### src/rsfm_pkg.sv
// ----------------------------------------------------------------------------
// Routed saturating frame mixer package
// Shared widths, register indexes, frame and control types, and the
// saturating add used by every mixing cell.
// ----------------------------------------------------------------------------
`timescale 1ns / 1ps

package rsfm_pkg;

  localparam int MaxChannels = 4;
  localparam int MaskBits    = 11;
  localparam int SampleW     = 16;
  localparam int CountW      = 3;
  localparam int CfgIdxW     = 3;
  localparam int CfgDataW    = MaxChannels * MaskBits;

  typedef enum logic [CfgIdxW-1:0] {
    CfgSrcMasks = 3'd0,
    CfgDstMasks = 3'd1,
    CfgSrcCount = 3'd2,
    CfgDstCount = 3'd3
  } cfg_reg_e;

  typedef logic signed [SampleW-1:0] sample_t;
  typedef logic [MaskBits-1:0]       mask_t;

  typedef struct packed {
    sample_t [MaxChannels-1:0] acc;
    sample_t [MaxChannels-1:0] src;
  } frame_t;

  typedef struct packed {
    mask_t [MaxChannels-1:0]  src_mask;
    mask_t [MaxChannels-1:0]  dst_mask;
    logic [MaxChannels-1:0]   src_en;
    logic [MaxChannels-1:0]   lane_en;
  } mix_ctrl_t;

  function automatic sample_t sat_add(sample_t a, sample_t b);
    logic signed [SampleW:0] sum;
    sample_t                 res;
    sum = {a[SampleW-1], a} + {b[SampleW-1], b};
    if (sum[SampleW] != sum[SampleW-1]) begin
      res = sum[SampleW] ? {1'b1, {(SampleW-1){1'b0}}} : {1'b0, {(SampleW-1){1'b1}}};
    end else begin
      res = sum[SampleW-1:0];
    end
    return res;
  endfunction

endpackage

### src/rsfm_cfg.sv
// ----------------------------------------------------------------------------
// Mixer configuration registers
// Holds the routing masks and channel counts and decodes them into the
// per-cell control bundle.
// ----------------------------------------------------------------------------
`timescale 1ns / 1ps

module rsfm_cfg (
  input  logic                           clk_i,
  input  logic                           rst_ni,
  input  logic                           cfg_valid_i,
  output logic                           cfg_ready_o,
  input  logic [rsfm_pkg::CfgIdxW-1:0]   cfg_index_i,
  input  logic [rsfm_pkg::CfgDataW-1:0]  cfg_data_i,
  output rsfm_pkg::mix_ctrl_t            ctrl_o
);

  logic [rsfm_pkg::CfgDataW-1:0] src_masks_q, src_masks_d;
  logic [rsfm_pkg::CfgDataW-1:0] dst_masks_q, dst_masks_d;
  logic [rsfm_pkg::CountW-1:0]   src_count_q, src_count_d;
  logic [rsfm_pkg::CountW-1:0]   dst_count_q, dst_count_d;

  assign cfg_ready_o = 1'b1;

  always_comb begin
    src_masks_d = src_masks_q;
    dst_masks_d = dst_masks_q;
    src_count_d = src_count_q;
    dst_count_d = dst_count_q;
    if (cfg_valid_i) begin
      case (rsfm_pkg::cfg_reg_e'(cfg_index_i))
        rsfm_pkg::CfgSrcMasks: src_masks_d = cfg_data_i;
        rsfm_pkg::CfgDstMasks: dst_masks_d = cfg_data_i;
        rsfm_pkg::CfgSrcCount: src_count_d = cfg_data_i[rsfm_pkg::CountW-1:0];
        rsfm_pkg::CfgDstCount: dst_count_d = cfg_data_i[rsfm_pkg::CountW-1:0];
        default: ;
      endcase
    end
  end

  always_ff @(posedge clk_i or negedge rst_ni) begin
    if (!rst_ni) begin
      src_masks_q <= '0;
      dst_masks_q <= '0;
      src_count_q <= '0;
      dst_count_q <= '0;
    end else begin
      src_masks_q <= src_masks_d;
      dst_masks_q <= dst_masks_d;
      src_count_q <= src_count_d;
      dst_count_q <= dst_count_d;
    end
  end

  always_comb begin
    for (int k = 0; k < rsfm_pkg::MaxChannels; k++) begin
      ctrl_o.src_mask[k] = src_masks_q[k*rsfm_pkg::MaskBits +: rsfm_pkg::MaskBits];
      ctrl_o.dst_mask[k] = dst_masks_q[k*rsfm_pkg::MaskBits +: rsfm_pkg::MaskBits];
      ctrl_o.src_en[k]   = (src_count_q > rsfm_pkg::CountW'(k));
      ctrl_o.lane_en[k]  = (dst_count_q > rsfm_pkg::CountW'(k));
    end
  end

endmodule

### src/rsfm_cell.sv
// ----------------------------------------------------------------------------
// Mixer cell
// Adds one source channel into every routed destination lane with
// saturation and hands the frame to the next cell.
// ----------------------------------------------------------------------------
`timescale 1ns / 1ps

module rsfm_cell (
  input  logic                 clk_i,
  input  logic                 rst_ni,
  input  logic                 en_i,
  input  logic                 valid_i,
  input  rsfm_pkg::frame_t     frame_i,
  input  rsfm_pkg::sample_t    sample_i,
  input  rsfm_pkg::mask_t      src_mask_i,
  input  logic                 src_en_i,
  input  rsfm_pkg::mix_ctrl_t  ctrl_i,
  output logic                 valid_o,
  output rsfm_pkg::frame_t     frame_o
);

  logic [rsfm_pkg::MaxChannels-1:0] hit;
  rsfm_pkg::frame_t                 frame_d, frame_q;
  logic                             valid_q;

  always_comb begin
    frame_d = frame_i;
    for (int d = 0; d < rsfm_pkg::MaxChannels; d++) begin
      hit[d] = src_en_i && ctrl_i.lane_en[d] && (|(src_mask_i & ctrl_i.dst_mask[d]));
      if (hit[d]) begin
        frame_d.acc[d] = rsfm_pkg::sat_add(frame_i.acc[d], sample_i);
      end
    end
  end

  always_ff @(posedge clk_i or negedge rst_ni) begin
    if (!rst_ni) begin
      valid_q <= 1'b0;
    end else if (en_i) begin
      valid_q <= valid_i;
    end
  end

  always_ff @(posedge clk_i) begin
    if (en_i && valid_i) begin
      frame_q <= frame_d;
    end
  end

  assign valid_o = valid_q;
  assign frame_o = frame_q;

  a_advance: assert property (@(posedge clk_i) disable iff (!rst_ni)
    en_i |=> valid_q == $past(valid_i))
    else $error("cell valid did not follow its input on advance");

  a_hold: assert property (@(posedge clk_i) disable iff (!rst_ni)
    valid_q && !en_i |=> valid_q && $stable(frame_q))
    else $error("cell frame changed while held");

  a_no_route: assert property (@(posedge clk_i) disable iff (!rst_ni)
    en_i && valid_i && (hit == '0) |=> frame_q == $past(frame_i))
    else $error("unrouted frame was modified");

endmodule

### src/routed_saturating_frame_mixer.sv
// ----------------------------------------------------------------------------
// Routed saturating frame mixer
// An accepted input transaction passes through the registered mixing
// cells, one per source channel. Throughput: one frame per cycle; the
// chain advances as a whole and holds only while the output is stalled.
// Reset clears all configuration registers to zero and empties the chain.
// ----------------------------------------------------------------------------
`timescale 1ns / 1ps

module routed_saturating_frame_mixer (
  input  logic                           clk_i,
  input  logic                           rst_ni,
  input  logic                           cfg_valid_i,
  output logic                           cfg_ready_o,
  input  logic [rsfm_pkg::CfgIdxW-1:0]   cfg_index_i,
  input  logic [rsfm_pkg::CfgDataW-1:0]  cfg_data_i,
  input  logic                           in_valid_i,
  output logic                           in_stall_o,
  input  logic signed [15:0]             src_sample_0_i,
  input  logic signed [15:0]             src_sample_1_i,
  input  logic signed [15:0]             src_sample_2_i,
  input  logic signed [15:0]             src_sample_3_i,
  input  logic signed [15:0]             dst_sample_0_i,
  input  logic signed [15:0]             dst_sample_1_i,
  input  logic signed [15:0]             dst_sample_2_i,
  input  logic signed [15:0]             dst_sample_3_i,
  input  logic                           clear_first_i,
  output logic                           out_valid_o,
  input  logic                           out_stall_i,
  output logic signed [15:0]             mixed_0_o,
  output logic signed [15:0]             mixed_1_o,
  output logic signed [15:0]             mixed_2_o,
  output logic signed [15:0]             mixed_3_o
);

  rsfm_pkg::mix_ctrl_t ctrl;
  rsfm_pkg::frame_t    frame_in;
  rsfm_pkg::frame_t    chain_frame [rsfm_pkg::MaxChannels+1];
  logic                chain_valid [rsfm_pkg::MaxChannels+1];
  logic                en;

  rsfm_cfg u_cfg (
    .clk_i       (clk_i),
    .rst_ni      (rst_ni),
    .cfg_valid_i (cfg_valid_i),
    .cfg_ready_o (cfg_ready_o),
    .cfg_index_i (cfg_index_i),
    .cfg_data_i  (cfg_data_i),
    .ctrl_o      (ctrl)
  );

  assign en         = !out_valid_o || !out_stall_i;
  assign in_stall_o = !en;

  always_comb begin
    frame_in.src[0] = src_sample_0_i;
    frame_in.src[1] = src_sample_1_i;
    frame_in.src[2] = src_sample_2_i;
    frame_in.src[3] = src_sample_3_i;
    frame_in.acc[0] = clear_first_i ? '0 : dst_sample_0_i;
    frame_in.acc[1] = clear_first_i ? '0 : dst_sample_1_i;
    frame_in.acc[2] = clear_first_i ? '0 : dst_sample_2_i;
    frame_in.acc[3] = clear_first_i ? '0 : dst_sample_3_i;
  end

  assign chain_frame[0] = frame_in;
  assign chain_valid[0] = in_valid_i;

  for (genvar k = 0; k < rsfm_pkg::MaxChannels; k++) begin : g_cell
    rsfm_cell u_cell (
      .clk_i      (clk_i),
      .rst_ni     (rst_ni),
      .en_i       (en),
      .valid_i    (chain_valid[k]),
      .frame_i    (chain_frame[k]),
      .sample_i   (chain_frame[k].src[k]),
      .src_mask_i (ctrl.src_mask[k]),
      .src_en_i   (ctrl.src_en[k]),
      .ctrl_i     (ctrl),
      .valid_o    (chain_valid[k+1]),
      .frame_o    (chain_frame[k+1])
    );
  end

  assign out_valid_o = chain_valid[rsfm_pkg::MaxChannels];
  assign mixed_0_o   = chain_frame[rsfm_pkg::MaxChannels].acc[0];
  assign mixed_1_o   = chain_frame[rsfm_pkg::MaxChannels].acc[1];
  assign mixed_2_o   = chain_frame[rsfm_pkg::MaxChannels].acc[2];
  assign mixed_3_o   = chain_frame[rsfm_pkg::MaxChannels].acc[3];

endmodule
### config.mk
export PLATFORM = sky130hd
export DESIGN_NAME = routed_saturating_frame_mixer
export DESIGN_NICKNAME = d
export VERILOG_FILES = /design/src/rsfm_pkg.sv /design/src/rsfm_cfg.sv /design/src/rsfm_cell.sv /design/src/routed_saturating_frame_mixer.sv
export SDC_FILE = /design/constraint.sdc
export NUM_CORES = 1
export LEC_CHECK = 0
export ABC_AREA = 1
export BUFFER_PORTS_ARGS = -buffer_cell sky130_fd_sc_hd__buf_2
export CAP_MARGIN = 20
export CORE_UTILIZATION = 55
export DETAILED_ROUTE_END_ITERATION = 16
export GPL_ROUTABILITY_DRIVEN = 0
export GPL_TIMING_DRIVEN = 0
export PLACE_DENSITY = 0.74
export SYNTH_ARGS = -nofsm -noshare
export SYNTH_HDL_FRONTEND = slang
export SYNTH_SLANG_ARGS = --single-unit
### constraint.sdc
create_clock -name clk_i -period 5.9 [get_ports clk_i]
set_input_delay 0.885 -clock clk_i [delete_from_list [all_inputs] [get_ports clk_i]]
set_output_delay 0.885 -clock clk_i [all_outputs]
set_load 0.005 [all_outputs]
==> qor.csv <==
metric,value,unit
status,"finished, final reports clean",
drc,0,
setup_viol,0,
synthTopCellsByCount,"1527 x nand2_1, 637 x inv_1, 473 x a21oi_1",
power_frac_clock,0.160,
drv_cap,0,
core_area,63080,sq um
drv_slew,0,
insertion_delay,0.61,ns
post-route-period-util,0.5632,
hold_path.class,input pin to async pin,
htreeDepth,2,
worstPathArrival,3.65,ns
combPwrFrac,0.533,
synth_seq_cells,450,
vias_per_cell,5.292,
startpoint_type,input pin,
avgSynthCellArea,7.355,sq um
synth_nets,5231,
synth_area_leaders,"edfxtp_1 30%, nand2_1 16%, ha_1 9.1%, dfrtp_1 7.0%, inv_1 6.8%",
drive_above_1_share,0.1026,
hold_viol_final,0,
synth_top_cell_area_share,0.3008,
vdd_drop_max,0.0002361,V
grt_pass1_wl,149.2,mm
clock_path_buffers,3,
cp-end-kind,flip-flop,
final.setup_skew,0.03230,ns
wire_per_inst,16.08,um
synth_flop_cell,edfxtp_1,
p_leak,20.22,nW
syn-cell-area,35140,sq um
synth_edf_count,352,
yosysTopAreaCell,edfxtp_1,
fmax,0.3009,GHz
power.switching,8.159,mW
hpwl,78.26,mm
crit_required,6.23,ns
rows,92,
period_minus_slack,3.323,ns
maxSlewHeadroom,0.4325,
grt.overflow.total,0,
die_height,254.8,um
internal_power,9.999,mW
diodes,0,
yosys_warnings,0,
power_density,463.8,nW/um^2
ys_types,40,
rsz0062_at_grt,false,
grt_pass1_vias,28550,
die_area,64910,sq um
start_util,0.5571,
cts_made_buffers,48,
drt-initial-drc-count,2762,
synth_most_common_cell,nand2_1,
place_area,37630,sq um
area_delta_synth_final,11.40,%
dr.pass1.iters,7,
antenna_found_initial,0,
whs,0.2680,ns
cts_tree,done,
cp_max_fo,10,
cts_resized,0,
path_class,input pin to flip-flop,
synthArstFlopShare,0.2178,
worst_pin_slew,0.8493,ns
antenna_left,0,
stdcell_area,39150,sq um
pin_count,248,
io_buffers,245,
num_vias,31560,
nNetsFinal,5534,
ys_seq_area_frac,0.3706,
grt_usage,0.2943,
drt_wl_total,95.92,mm
netlist_instances,4778,
cts_setup_buffers,0,
clock_sinks,450,
grt_max_degree,64,
fp.dieW,254.8,um
cts.clk_slew.worst_paths,0.06,ns
cts_hold_buf,0,
seqPwrFrac,0.306,
cts_root_buffer,clkbuf_16,
switching_share,0.4493,
## worst max-delay path, cell delays in order
cell and delay, ns:
clkbuf_1 0.23, clkbuf_1 0.56, nor2_1 0.20, ha_1 0.39, a21oi_1 0.24, nand2_1 0.12
a21oi_1 0.26, nand2_1 0.11, nand2_1 0.08, nand2_2 0.08, a21oi_4 0.21, buf_6 0.17
a21oi_1 0.10
## registers in the layout, indices dropped and copies added, names as in the netlist
register	flops
u_cfg.dst_masks_q	44
u_cfg.src_masks_q	44
u_cfg.src_count_q	3
u_cfg.dst_count_q	3
g_cell.u_cell.frame_o	352
g_cell.u_cell.valid_o	4
## path summary, 6_finish.rpt
kind	from	slack (ns)	depth (start not counted)	endpoint
worst max-delay path	clear_first_i	2.58	13	g_cell[0].u_cell.frame_o[73]
worst min-delay path	rst_ni	0.27	1	u_cfg.dst_masks_q[14]
worst max register to register	g_cell[2].u_cell.frame_o[49]	2.79	12	g_cell[3].u_cell.frame_o[98]
worst min register to register	g_cell[1].u_cell.frame_o[54]	0.42	0	g_cell[2].u_cell.frame_o[54]
max in group asynchronous	rst_ni	4.95	2	u_cfg.dst_masks_q[38]
min in group clk_i	g_cell[1].u_cell.frame_o[54]	0.42	0	g_cell[2].u_cell.frame_o[54]
## routing by layer
| layer | global-route usage | wire (um) | share of wire | up-vias |
|---|---|---|---|---|
| met5 | 0 | 0 | 0 | - |
| met4 | 0.1293 | 4456 | 0.046 | 0 |
| met3 | 0.03072 | 6536 | 0.068 | 240 |
| met2 | 0.4738 | 42970 | 0.45 | 1202 |
| met1 | 0.4019 | 41960 | 0.44 | 14050 |
| li1 | - | - | - | 16070 |
## metrics by stage
stage                     utilization  TNS, ns  total power, mW  instances  worst slack, ns
after floorplan                     -        0            12.61       4778           0.2115
after global placement         0.5933  -213.27            14.92       5869           -1.901
after detailed placement       0.5965        0            15.10       5877            2.022
after CTS                      0.6206        0            18.06       5964            2.649
after global routing           0.6206        0            19.64       5964            2.404
final                          0.6206        0            18.16       5964            2.577
## cell usage in the layout (no fill, tap or decap), types with 7 or more instances in the layout
master,n
buf_4,67
nand2_1,1527
nand4_1,18
dfrtp_1,98
a21oi_2,25
a21oi_4,16
a21oi_1,473
fa_1,16
clkinv_1,8
buf_6,31
nor2_1,461
clkbuf_16,48
nor3_1,34
clkinv_2,7
o22ai_1,14
o21bai_1,39
nand2_2,40
a22o_1,13
or2_0,11
nand3b_1,16
buf_2,258
clkbuf_1,40
ha_1,256
a221oi_1,9
xnor2_1,53
edfxtp_1,352
nand3_1,224
inv_1,636
xor2_1,107
o21ai_0,154
and2_1,16
## power groups by stage
stage / clock network (mW) / registers (mW) / logic, mW
2_1_floorplan: 0 / 5.19 / 7.42
3_3_place_gp: 0 / 5.69 / 9.23
3_5_place_dp: 0 / 5.58 / 9.52
4_1_cts: 2.95 / 5.52 / 9.58
5_1_grt: 3.07 / 5.60 / 11.0
6_report: 2.91 / 5.56 / 9.69
## cell families after synthesis
| logic type | Yosys count | share of synthesized area |
|---|---|---|
| flops | 450 | 0.3706 |
| simple gates | 2362 | 0.2704 |
| other cells | 1 | 0.0001067 |
| compound gates | 752 | 0.1209 |
| fa+ha+maj | 272 | 0.1003 |
| buf+inv | 781 | 0.09788 |
| xor+xnor | 160 | 0.03988 |
## cell type report
type / count / area, sq um
clock inverter: 24 / 241.5
sequential: 450 / 13020
tap: 846 / 1059
inverter: 642 / 2412
timing repair buffer: 253 / 1404
multi-input combinational: 3547 / 18700
clock buffer: 63 / 1277
buffer: 139 / 1030
fill: 5715 / 23930
(Power assumes the default switching activity.)
